[config.mk]
export PLATFORM = sky130hd
export DESIGN_NAME = scalar_to_rgb_colour_ramp_flat
export DESIGN_NICKNAME = d
export VERILOG_FILES = /design/src/hw/rtl/s2rgb_pkg.sv /design/src/hw/rtl/s2rgb_ifs.sv /design/src/hw/rtl/s2rgb_clamp.sv /design/src/hw/rtl/s2rgb_div_cell.sv /design/src/hw/rtl/s2rgb_colour.sv /design/src/hw/rtl/scalar_to_rgb_colour_ramp.sv /design/src/flat_wrapper.sv
export VERILOG_INCLUDE_DIRS = /design/src /design/src/hw/rtl
export SDC_FILE = /design/constraint.sdc
export NUM_CORES = 1
export LEC_CHECK = 0
export CELL_PAD_IN_SITES_DETAIL_PLACEMENT = 1
export CELL_PAD_IN_SITES_GLOBAL_PLACEMENT = 2
export CORE_AREA = 4 4 298 300
export DETAILED_ROUTE_END_ITERATION = 10
export DIE_AREA = 0 0 302 304
export DONT_BUFFER_PORTS = 1
export PLACE_DENSITY_LB_ADDON = 0.1
export SLEW_MARGIN = 5
export SYNTH_ARGS = -nofsm -noshare
export SYNTH_HDL_FRONTEND = slang
export SYNTH_SLANG_ARGS = --single-unit
[constraint.sdc]
create_clock -name clk -period 7.45 [get_ports clk]
set_input_delay 0 -clock clk [delete_from_list [all_inputs] [get_ports clk]]
set_output_delay 0 -clock clk [all_outputs]
set_load 0.02 [all_outputs]
[src/hw/rtl/assert_macros.svh]
// Assertion macros shared by the colour ramp RTL.
`ifndef ASSERT_MACROS_SVH
`define ASSERT_MACROS_SVH

// Check a property on every rising clock edge outside reset.
`define S2RGB_ASSERT(lbl, clk, rst_n, prop, msg) \
	lbl: assert property (@(posedge clk) disable iff (!rst_n) (prop)) else $error(msg);

// Check a property on every rising clock edge, reset included.
`define S2RGB_ASSERT_ALWAYS(lbl, clk, prop, msg) \
	lbl: assert property (@(posedge clk) (prop)) else $error(msg);

`endif

[src/hw/rtl/s2rgb_pkg.sv]
// Shared types and constants of the colour ramp.
package s2rgb_pkg;

	localparam int SAMPLE_BITS_DEF = 16;
	localparam int DUTY_BITS_DEF   = 8;

	// Position within the ramp: 10 fraction bits, quotient has one more bit.
	localparam int POS_BITS = 10;
	localparam int QUO_BITS = POS_BITS + 1;
	localparam int SEG_BITS = 2;
	localparam int LEVEL_BITS = POS_BITS - SEG_BITS;

	// Configuration register indexes.
	localparam int CFG_INDEX_BITS = 2;
	localparam logic [CFG_INDEX_BITS-1:0] REG_RANGE_LOW  = 2'd0;
	localparam logic [CFG_INDEX_BITS-1:0] REG_RANGE_HIGH = 2'd1;
	localparam logic [CFG_INDEX_BITS-1:0] REG_ACTIVE_LOW = 2'd2;

	// Register reset values.
	localparam int RANGE_LOW_RESET  = 0;
	localparam int RANGE_HIGH_RESET = 4095;
	localparam logic ACTIVE_LOW_RESET = 1'b1;

	// Segment codes.
	localparam logic [SEG_BITS-1:0] SEG_BLUE_CYAN   = 2'd0;
	localparam logic [SEG_BITS-1:0] SEG_CYAN_GREEN  = 2'd1;
	localparam logic [SEG_BITS-1:0] SEG_GREEN_YELLOW = 2'd2;
	localparam logic [SEG_BITS-1:0] SEG_YELLOW_RED  = 2'd3;

	// Control that travels with each transaction down the chain.
	typedef struct packed {
		logic valid;
		logic range_ok;
	} pipe_ctl_t;

endpackage

[src/hw/rtl/s2rgb_ifs.sv]
// Stream interfaces of the colour ramp: sample in, RGB duty out.
interface s2rgb_sample_if #(
	parameter int SAMPLE_BITS = s2rgb_pkg::SAMPLE_BITS_DEF
);
	logic                          valid;
	logic                          ready;
	logic signed [SAMPLE_BITS-1:0] sample;

	modport source (output valid, output sample, input ready);
	modport sink   (input valid, input sample, output ready);
endinterface

interface s2rgb_rgb_if #(
	parameter int DUTY_BITS = s2rgb_pkg::DUTY_BITS_DEF
);
	logic                 valid;
	logic                 ready;
	logic [DUTY_BITS-1:0] red_duty;
	logic [DUTY_BITS-1:0] green_duty;
	logic [DUTY_BITS-1:0] blue_duty;

	modport source (output valid, output red_duty, output green_duty, output blue_duty,
		input ready);
	modport sink   (input valid, input red_duty, input green_duty, input blue_duty,
		output ready);
endinterface

[src/hw/rtl/s2rgb_clamp.sv]
// Head cell: clamp the sample and form the offset and span for the divider.
`include "assert_macros.svh"

module s2rgb_clamp #(
	parameter int SAMPLE_BITS = s2rgb_pkg::SAMPLE_BITS_DEF
) (
	input  logic                          clk,
	input  logic                          arst_n,
	input  logic                          up_valid,
	output logic                          up_ready,
	input  logic signed [SAMPLE_BITS-1:0] up_sample,
	input  logic signed [SAMPLE_BITS-1:0] range_low,
	input  logic signed [SAMPLE_BITS-1:0] range_high,
	output s2rgb_pkg::pipe_ctl_t          dn_ctl,
	output logic [SAMPLE_BITS-1:0]        dn_span,
	output logic [SAMPLE_BITS-1:0]        dn_off,
	input  logic                          dn_ready
);

	s2rgb_pkg::pipe_ctl_t          ctl_q;
	logic [SAMPLE_BITS-1:0]        span_q;
	logic [SAMPLE_BITS-1:0]        off_q;
	logic                          ok;
	logic signed [SAMPLE_BITS-1:0] clamped;
	logic [SAMPLE_BITS:0]          span_wide;
	logic [SAMPLE_BITS:0]          off_wide;
	logic                          advance;

	assign advance  = !ctl_q.valid || dn_ready;
	assign up_ready = advance;

	always_comb begin
		ok = range_high > range_low;
		if (up_sample < range_low) begin
			clamped = range_low;
		end else if (up_sample > range_high) begin
			clamped = range_high;
		end else begin
			clamped = up_sample;
		end
		span_wide = {range_high[SAMPLE_BITS-1], range_high} - {range_low[SAMPLE_BITS-1], range_low};
		off_wide  = {clamped[SAMPLE_BITS-1], clamped} - {range_low[SAMPLE_BITS-1], range_low};
	end

	always_ff @(posedge clk or negedge arst_n) begin
		if (!arst_n) begin
			ctl_q <= '0;
		end else if (advance) begin
			ctl_q.valid    <= up_valid;
			ctl_q.range_ok <= ok;
		end
	end

	// Empty range: zero span and offset keep the divider quiet.
	always_ff @(posedge clk) begin
		if (advance && up_valid) begin
			span_q <= ok ? span_wide[SAMPLE_BITS-1:0] : '0;
			off_q  <= ok ? off_wide[SAMPLE_BITS-1:0] : '0;
		end
	end

	assign dn_ctl  = ctl_q;
	assign dn_span = span_q;
	assign dn_off  = off_q;

	`S2RGB_ASSERT(a_off_in_span, clk, arst_n, ctl_q.valid |-> (off_q <= span_q), "offset beyond span")
	`S2RGB_ASSERT(a_empty_range_zero, clk, arst_n, (ctl_q.valid && !ctl_q.range_ok) |-> (span_q == '0 && off_q == '0), "empty range not zeroed")
	`S2RGB_ASSERT(a_hold_on_stall, clk, arst_n, (ctl_q.valid && !dn_ready) |=> (ctl_q.valid && $stable(off_q) && $stable(span_q)), "head cell lost a stalled transaction")

endmodule

[src/hw/rtl/s2rgb_div_cell.sv]
// One restoring-division cell: produce one quotient bit and pass on.
`include "assert_macros.svh"

module s2rgb_div_cell #(
	parameter int SAMPLE_BITS = s2rgb_pkg::SAMPLE_BITS_DEF
) (
	input  logic                          clk,
	input  logic                          arst_n,
	input  s2rgb_pkg::pipe_ctl_t          up_ctl,
	output logic                          up_ready,
	input  logic [SAMPLE_BITS:0]          up_rem,
	input  logic [SAMPLE_BITS-1:0]        up_span,
	input  logic [s2rgb_pkg::QUO_BITS-1:0] up_quo,
	output s2rgb_pkg::pipe_ctl_t          dn_ctl,
	output logic [SAMPLE_BITS:0]          dn_rem,
	output logic [SAMPLE_BITS-1:0]        dn_span,
	output logic [s2rgb_pkg::QUO_BITS-1:0] dn_quo,
	input  logic                          dn_ready
);

	s2rgb_pkg::pipe_ctl_t           ctl_q;
	logic [SAMPLE_BITS:0]           rem_q;
	logic [SAMPLE_BITS-1:0]         span_q;
	logic [s2rgb_pkg::QUO_BITS-1:0] quo_q;
	logic [SAMPLE_BITS+1:0]         diff;
	logic                           take;
	logic [SAMPLE_BITS:0]           rem_next;
	logic                           advance;

	assign advance  = !ctl_q.valid || dn_ready;
	assign up_ready = advance;

	// Remainder stays below twice the span, so after a subtract it fits back.
	always_comb begin
		diff     = {1'b0, up_rem} - {2'b00, up_span};
		take     = !diff[SAMPLE_BITS+1];
		rem_next = take ? diff[SAMPLE_BITS:0] : up_rem;
	end

	always_ff @(posedge clk or negedge arst_n) begin
		if (!arst_n) begin
			ctl_q <= '0;
		end else if (advance) begin
			ctl_q <= up_ctl;
		end
	end

	always_ff @(posedge clk) begin
		if (advance && up_ctl.valid) begin
			rem_q  <= {rem_next[SAMPLE_BITS-1:0], 1'b0};
			span_q <= up_span;
			quo_q  <= {up_quo[s2rgb_pkg::QUO_BITS-2:0], take};
		end
	end

	assign dn_ctl  = ctl_q;
	assign dn_rem  = rem_q;
	assign dn_span = span_q;
	assign dn_quo  = quo_q;

	`S2RGB_ASSERT(a_rem_bound, clk, arst_n, (ctl_q.valid && ctl_q.range_ok) |-> ({1'b0, rem_q} < {1'b0, span_q, 1'b0}), "remainder out of bound")
	`S2RGB_ASSERT(a_rem_zero_empty, clk, arst_n, (ctl_q.valid && !ctl_q.range_ok) |-> (rem_q == '0), "empty range left a remainder")

endmodule

[src/hw/rtl/s2rgb_colour.sv]
// Tail cell: map ramp position to RGB, scale to duty width, hold the result.
`include "assert_macros.svh"

module s2rgb_colour #(
	parameter int DUTY_BITS = s2rgb_pkg::DUTY_BITS_DEF
) (
	input  logic                           clk,
	input  logic                           arst_n,
	input  s2rgb_pkg::pipe_ctl_t           up_ctl,
	output logic                           up_ready,
	input  logic [s2rgb_pkg::QUO_BITS-1:0] up_quo,
	input  logic                           active_low,
	s2rgb_rgb_if.source                    out_ch
);

	localparam int LB = s2rgb_pkg::LEVEL_BITS;
	localparam int XW = LB + DUTY_BITS;
	localparam logic [DUTY_BITS-1:0] DUTY_MAX = {DUTY_BITS{1'b1}};
	localparam logic [LB-1:0] LEVEL_FULL = {LB{1'b1}};

	// level * DUTY_MAX / 255: reciprocal estimate, low by at most one, then fix up.
	function automatic logic [DUTY_BITS-1:0] scale_level(input logic [LB-1:0] level);
		logic [XW-1:0]   x;
		logic [XW+1:0]   acc;
		logic [DUTY_BITS-1:0] q;
		logic [XW:0]     rem;
		x   = ({{DUTY_BITS{1'b0}}, level} << DUTY_BITS) - {{DUTY_BITS{1'b0}}, level};
		acc = {2'b00, x} + {2'b00, x >> 8} + {2'b00, x >> 16};
		q   = DUTY_BITS'(acc >> 8);
		rem = {1'b0, x} + (XW+1)'(q) - ((XW+1)'(q) << 8);
		if (rem >= (XW+1)'(LEVEL_FULL)) begin
			q = q + 1'b1;
		end
		return q;
	endfunction

	logic                           valid_q;
	logic [DUTY_BITS-1:0]           red_q;
	logic [DUTY_BITS-1:0]           green_q;
	logic [DUTY_BITS-1:0]           blue_q;
	logic [s2rgb_pkg::POS_BITS-1:0] pos;
	logic [s2rgb_pkg::SEG_BITS-1:0] seg;
	logic [LB-1:0]                  ramp;
	logic [LB-1:0]                  lvl_r;
	logic [LB-1:0]                  lvl_g;
	logic [LB-1:0]                  lvl_b;
	logic [DUTY_BITS-1:0]           duty_r;
	logic [DUTY_BITS-1:0]           duty_g;
	logic [DUTY_BITS-1:0]           duty_b;
	logic                           advance;

	assign advance  = !valid_q || out_ch.ready;
	assign up_ready = advance;

	always_comb begin
		// Saturate the top of the range; an empty range gives position zero.
		if (!up_ctl.range_ok) begin
			pos = '0;
		end else if (up_quo[s2rgb_pkg::QUO_BITS-1]) begin
			pos = '1;
		end else begin
			pos = up_quo[s2rgb_pkg::POS_BITS-1:0];
		end
		seg  = pos[s2rgb_pkg::POS_BITS-1:LB];
		ramp = pos[LB-1:0];
		case (seg)
			s2rgb_pkg::SEG_BLUE_CYAN: begin
				lvl_r = '0; lvl_g = ramp; lvl_b = LEVEL_FULL;
			end
			s2rgb_pkg::SEG_CYAN_GREEN: begin
				lvl_r = '0; lvl_g = LEVEL_FULL; lvl_b = ~ramp;
			end
			s2rgb_pkg::SEG_GREEN_YELLOW: begin
				lvl_r = ramp; lvl_g = LEVEL_FULL; lvl_b = '0;
			end
			default: begin
				lvl_r = LEVEL_FULL; lvl_g = ~ramp; lvl_b = '0;
			end
		endcase
		duty_r = scale_level(lvl_r);
		duty_g = scale_level(lvl_g);
		duty_b = scale_level(lvl_b);
		if (active_low) begin
			duty_r = ~duty_r;
			duty_g = ~duty_g;
			duty_b = ~duty_b;
		end
	end

	always_ff @(posedge clk or negedge arst_n) begin
		if (!arst_n) begin
			valid_q <= 1'b0;
		end else if (advance) begin
			valid_q <= up_ctl.valid;
		end
	end

	always_ff @(posedge clk) begin
		if (advance && up_ctl.valid) begin
			red_q   <= duty_r;
			green_q <= duty_g;
			blue_q  <= duty_b;
		end
	end

	assign out_ch.valid      = valid_q;
	assign out_ch.red_duty   = red_q;
	assign out_ch.green_duty = green_q;
	assign out_ch.blue_duty  = blue_q;

	// Every colour on the ramp has one channel at full and one channel off.
	`S2RGB_ASSERT(a_one_full, clk, arst_n, valid_q |-> (red_q == (active_low ? '0 : DUTY_MAX) || green_q == (active_low ? '0 : DUTY_MAX) || blue_q == (active_low ? '0 : DUTY_MAX)), "no channel at full")
	`S2RGB_ASSERT(a_one_off, clk, arst_n, valid_q |-> (red_q == (active_low ? DUTY_MAX : '0) || blue_q == (active_low ? DUTY_MAX : '0)), "no channel off")

endmodule

[src/hw/rtl/scalar_to_rgb_colour_ramp.sv]
// Top level of the blue-cyan-green-yellow-red colour ramp.
//
//  channel  dir  handshake          payload
//  in_ch    in   valid / ready      sample (signed, SAMPLE_BITS)
//  out_ch   out  valid / ready      red_duty, green_duty, blue_duty (DUTY_BITS each)
//  cfg      in   cfg_write (no ack) cfg_index, cfg_data
//
// One sample enters per cycle while the output does not stall; each sample passes
// through the clamp cell, one division cell per quotient bit and the colour cell.
// The division chain retires one quotient bit per cell.
// Reset clears only the control bits of the cells and loads the register defaults.
// Each cell has its own ready, so a stalled output only backs up the chain as far
// as it is full; bubbles collapse and input is taken while a result waits.
module scalar_to_rgb_colour_ramp #(
	parameter int SAMPLE_BITS = s2rgb_pkg::SAMPLE_BITS_DEF,
	parameter int DUTY_BITS   = s2rgb_pkg::DUTY_BITS_DEF
) (
	input  logic                                 clk,
	input  logic                                 arst_n,
	input  logic                                 cfg_write,
	input  logic [s2rgb_pkg::CFG_INDEX_BITS-1:0] cfg_index,
	input  logic [SAMPLE_BITS-1:0]               cfg_data,
	s2rgb_sample_if.sink                         in_ch,
	s2rgb_rgb_if.source                          out_ch
);

	localparam int NCELL = s2rgb_pkg::QUO_BITS;

	// Configuration registers; writes to unknown indexes drop.
	logic signed [SAMPLE_BITS-1:0] range_low_q;
	logic signed [SAMPLE_BITS-1:0] range_high_q;
	logic                          active_low_q;

	always_ff @(posedge clk or negedge arst_n) begin
		if (!arst_n) begin
			range_low_q  <= SAMPLE_BITS'(s2rgb_pkg::RANGE_LOW_RESET);
			range_high_q <= SAMPLE_BITS'(s2rgb_pkg::RANGE_HIGH_RESET);
			active_low_q <= s2rgb_pkg::ACTIVE_LOW_RESET;
		end else if (cfg_write) begin
			case (cfg_index)
				s2rgb_pkg::REG_RANGE_LOW:  range_low_q  <= cfg_data;
				s2rgb_pkg::REG_RANGE_HIGH: range_high_q <= cfg_data;
				s2rgb_pkg::REG_ACTIVE_LOW: active_low_q <= cfg_data[0];
				default: ;
			endcase
		end
	end

	// Chain links: index 0 is the clamp cell output, index NCELL the last divider.
	s2rgb_pkg::pipe_ctl_t           ctl   [NCELL+1];
	logic [SAMPLE_BITS:0]           rem   [NCELL+1];
	logic [SAMPLE_BITS-1:0]         span  [NCELL+1];
	logic [s2rgb_pkg::QUO_BITS-1:0] quo   [NCELL+1];
	logic                           ready [NCELL+1];
	logic [SAMPLE_BITS-1:0]         off0;

	s2rgb_clamp #(
		.SAMPLE_BITS(SAMPLE_BITS)
	) u_clamp (
		.clk       (clk),
		.arst_n    (arst_n),
		.up_valid  (in_ch.valid),
		.up_ready  (in_ch.ready),
		.up_sample (in_ch.sample),
		.range_low (range_low_q),
		.range_high(range_high_q),
		.dn_ctl    (ctl[0]),
		.dn_span   (span[0]),
		.dn_off    (off0),
		.dn_ready  (ready[0])
	);

	// Start the remainder at the offset; the quotient fills from the right.
	assign rem[0] = {1'b0, off0};
	assign quo[0] = '0;

	for (genvar i = 0; i < NCELL; i++) begin : g_div
		s2rgb_div_cell #(
			.SAMPLE_BITS(SAMPLE_BITS)
		) u_cell (
			.clk     (clk),
			.arst_n  (arst_n),
			.up_ctl  (ctl[i]),
			.up_ready(ready[i]),
			.up_rem  (rem[i]),
			.up_span (span[i]),
			.up_quo  (quo[i]),
			.dn_ctl  (ctl[i+1]),
			.dn_rem  (rem[i+1]),
			.dn_span (span[i+1]),
			.dn_quo  (quo[i+1]),
			.dn_ready(ready[i+1])
		);
	end

	s2rgb_colour #(
		.DUTY_BITS(DUTY_BITS)
	) u_colour (
		.clk       (clk),
		.arst_n    (arst_n),
		.up_ctl    (ctl[NCELL]),
		.up_ready  (ready[NCELL]),
		.up_quo    (quo[NCELL]),
		.active_low(active_low_q),
		.out_ch    (out_ch)
	);

endmodule
[src/flat_wrapper.sv]
// flat-port wrapper written by rule: the top's interface ports become plain ports
module scalar_to_rgb_colour_ramp_flat 
#(
	parameter int SAMPLE_BITS = s2rgb_pkg::SAMPLE_BITS_DEF,
	parameter int DUTY_BITS   = s2rgb_pkg::DUTY_BITS_DEF
)
  (clk, arst_n, cfg_write, cfg_index, cfg_data, in_ch_valid, in_ch_sample, in_ch_ready, out_ch_valid, out_ch_red_duty, out_ch_green_duty, out_ch_blue_duty, out_ch_ready);
  s2rgb_sample_if #(.SAMPLE_BITS(SAMPLE_BITS)) in_ch_i ();
  s2rgb_rgb_if #(.DUTY_BITS(DUTY_BITS)) out_ch_i ();
  input  logic clk;
  input  logic arst_n;
  input  logic cfg_write;
  input  logic [s2rgb_pkg::CFG_INDEX_BITS-1:0] cfg_index;
  input  logic [SAMPLE_BITS-1:0] cfg_data;
  input wire logic [$bits(in_ch_i.valid)-1:0] in_ch_valid;
  input wire logic [$bits(in_ch_i.sample)-1:0] in_ch_sample;
  output wire logic [$bits(in_ch_i.ready)-1:0] in_ch_ready;
  output wire logic [$bits(out_ch_i.valid)-1:0] out_ch_valid;
  output wire logic [$bits(out_ch_i.red_duty)-1:0] out_ch_red_duty;
  output wire logic [$bits(out_ch_i.green_duty)-1:0] out_ch_green_duty;
  output wire logic [$bits(out_ch_i.blue_duty)-1:0] out_ch_blue_duty;
  input wire logic [$bits(out_ch_i.ready)-1:0] out_ch_ready;
  assign in_ch_i.valid = in_ch_valid;
  assign in_ch_i.sample = in_ch_sample;
  assign in_ch_ready = in_ch_i.ready;
  assign out_ch_valid = out_ch_i.valid;
  assign out_ch_red_duty = out_ch_i.red_duty;
  assign out_ch_green_duty = out_ch_i.green_duty;
  assign out_ch_blue_duty = out_ch_i.blue_duty;
  assign out_ch_i.ready = out_ch_ready;
  scalar_to_rgb_colour_ramp #(.SAMPLE_BITS(SAMPLE_BITS), .DUTY_BITS(DUTY_BITS)) u_core (.clk(clk), .arst_n(arst_n), .cfg_write(cfg_write), .cfg_index(cfg_index), .cfg_data(cfg_data), .in_ch(in_ch_i), .out_ch(out_ch_i));
endmodule
==> impl_results.md <==
* Routed vias at 23700
* Crit Path Max Fanout at 8
* Maxcap violations at 0
* Die area at 91810 µm²
* GRT overflow at 0
* Fmax at 137.2 MHz
* # diodes at 0
* DR pass1 iterations at 5
* Die H at 304 µm
* CP max stage cell: edfxtp_1
* Synthesis-to-finish area growth at 14.85%
* Initial antenna violation count at 0
* Nets at 3746
* Post-synth top flop: edfxtp_1
* Final hold vios at 0
* Final setup fails at 0
* Synth cell count leaders: edfxtp_1 (442), inv_1 (387), ha_1 (356)
* Ys async rst share at 11.60%
* Clk slew on worst S/H paths at 0.06 ns
* Top cell type's share of synthesized area at 39.82%
* Mapped Cells at 3204
* Netlist area before placement at 33330 µm²
* Drt total wl at 80690 µm
* Startpoint types: register
* Per-cell routed wire length at 17.76 µm
* CTS tree: built
* Setup tns final at 0 ns
* Crit path largest cell delay at 0.48 ns
* Crit path required time at 7.91 ns
* Cell family with most CP delay: compound AO/OA/AOI/OAI gates
* All-Layer GR Usage at 17.41%
* DP HPWL at 62690 µm
* Clock Path Buffers at 3
* Num Clock Sinks at 500
* CP Data Arrival Time at 7.75 ns
* Core Area at 86210 µm²
* Post-synth EDFFs at 442
* Initial core utilization at 38.66%
* Leading post-synthesis cells by cell area: edfxtp_1 (40%), ha_1 (13%), inv_1 (4.4%)
* Placed Instance Area at 35120 µm²
* CP Capture Type: register
* Worst-margin pin slew at 0.9999 ns
* Clock root cell: clkbuf_16
* Final period util at 97.84%
* Most numerous cell in the Yosys netlist: edfxtp_1
* Crit Path Category: reg -> reg
* RSZ-0062 raised after global routing: yes
* First-pass GRT wire length at 132400 µm
* Minimum clock period at 7.289 ns
* Biggest area consumer among synthesized cells: edfxtp_1
* Status: finished, final reports clean
* CP most frequent cell: a21o_1
* Vias in the first global route at 25630
* Layout cells sized above 1 at 13.93%
* Routability cong. at 0.8227
* Flops & latches, synth at 500
* Final design utilization at 44.40%
* Num CTS Buffers at 59
* PortBufs at 0
* Post-route cell area at 38280 µm²
* Die Width at 302 µm
* Syn Nets at 3611
* Combined buffer and inverter count along the critical path at 5
* Max Transition Viols Final at 0
* Clock Skew at 0.04440 ns
* Largest net degree at the start of global routing at 46
* Routed vias/inst at 5.217
* Clk_lat worst skew at 0.66 ns
* Avg Inst Size Synth at 10.40 µm²
* DRC at 0
* Tightest Hold Check Type: in -> reg
* Max-slew headroom at 33.34%
* Final ANT Viol Nets at 0
* Ys Warns at 0
* Post-synthesis cell type count at 94
* Site row count at 108
* DRT iter0 DRCs at 915
* # H-tree levels at 2
* I/O pin cnt at 65
* Post-synthesis sequential area ratio at 44.23%
-- per-layer routing --
metal  routed length (µm)  global-route usage [%]
met5                    0                       0
met4                 2023                   4.622
met3                 2174                   2.611
met2                42730                   32.71
met1                33770                   20.52
-- cells by family after synthesis --
kind of cell	count (synthesis)	share of synthesized area, %
flops	500	44.23
simple gates	768	11.36
xor+xnor	228	6.070
fa+ha+maj	368	14.09
compound gates	741	14.28
buf+inv	457	5.334
mux	142	4.647
-- what timing repair did --
| action | in CTS | in global routing |
|---|---|---|
| hold buffers | 42 | 0 |
| resized for setup | 3 | 87 |
| endpoints found under the hold margin | 134 | 0 |
| pin swaps | 0 | 57 |
| setup buffers | 0 | 35 |
| setup endpoints to repair | 5 | 24 |
-- final timing paths --
kind                       slack [ns]                               start  cells after the start                                  end
setup / recovery                 0.16  u_core.g_div[10].u_cell.dn_quo[10]                     35  u_core.u_colour.out_ch.blue_duty[1]
hold / removal                   0.04                     in_ch_sample[0]                      5             u_core.u_clamp.dn_off[0]
setup reg to reg                 0.16  u_core.g_div[10].u_cell.dn_quo[10]                     35  u_core.u_colour.out_ch.blue_duty[1]
hold reg to reg                  0.38    u_core.g_div[4].u_cell.dn_quo[1]                      0     u_core.g_div[5].u_cell.dn_quo[2]
max in group asynchronous        6.58                              arst_n                      4    u_core.g_div[10].u_cell.dn_ctl[0]
min in group asynchronous        0.56                              arst_n                      3              u_core.range_high_q[11]
-- layout make-up --
type / instances / area, µm²
clock buffer: 69 / 1535
clock inverter: 41 / 426.7
fill: 9499 / 47930
inverter: 387 / 1455
multi-input combinational: 2247 / 17400
sequential: 500 / 14740
tap: 1155 / 1445
timing repair buffer: 144 / 1277
-- placed cells by master (no fill, tap or decap), drive strengths merged, types with 32 or more instances in the layout --
cell type    instances
xnor2              144
xor2                84
a21o                52
and2                39
a21oi              224
nor2               233
dfrtp               45
buf                104
a31o                32
mux2i               40
o21a                50
nand2b              46
nor3                79
edfxtp             442
mux2               102
nand3               41
ha                 356
clkbuf              69
nor2b               37
dlygate4sd3         40
inv                391
nand2              175
o21ai              183
-- sequential cells by signal, indices dropped and copies added, names as in the netlist --
| signal | flops |
|---|---|
| u_core.u_clamp.dn_ctl | 2 |
| u_core.u_colour.out_ch.red_duty | 8 |
| u_core.u_clamp.dn_off | 16 |
| u_core.g_div.u_cell.dn_ctl | 22 |
| u_core.u_colour.out_ch.green_duty | 8 |
| u_core.u_clamp.dn_span | 16 |
| u_core.g_div.u_cell.dn_rem | 160 |
| u_core.active_low_q | 1 |
| u_core.u_colour.out_ch.blue_duty | 8 |
| u_core.g_div.u_cell.dn_quo | 66 |
| u_core.range_high_q | 16 |
| u_core.g_div.u_cell.dn_span | 160 |
| u_core.u_colour.out_ch.valid | 1 |
| u_core.range_low_q | 16 |
-- stage by stage --
stage | setup WS, ns | instances | hold WS (ns)
detailed placement | -0.01537 | 4356 | -0.2936
global route | -0.1190 | 4543 | 0.05972
floorplan | 0.0009610 | 3204 | -0.2956
CTS | 0.02968 | 4508 | 0.02001
global placement | 0.1218 | 4356 | -0.2935
finish | 0.1612 | 4543 | 0.04298
-- worst register-to-register path: cells and delay by family (launching register included) --
family	cells	cell delay, ns
adders and majority gates	6	1.33
AOI/OAI and AO/OA	17	3.58
and+or+nand+nor	6	0.98
xor gates and xnor gates	1	0.16
DFF	1	0.48
buffers and inverters	5	0.61
Power is not shown: default switching activity piles up to over one toggle a cycle in this logic, so the estimate is an artifact.
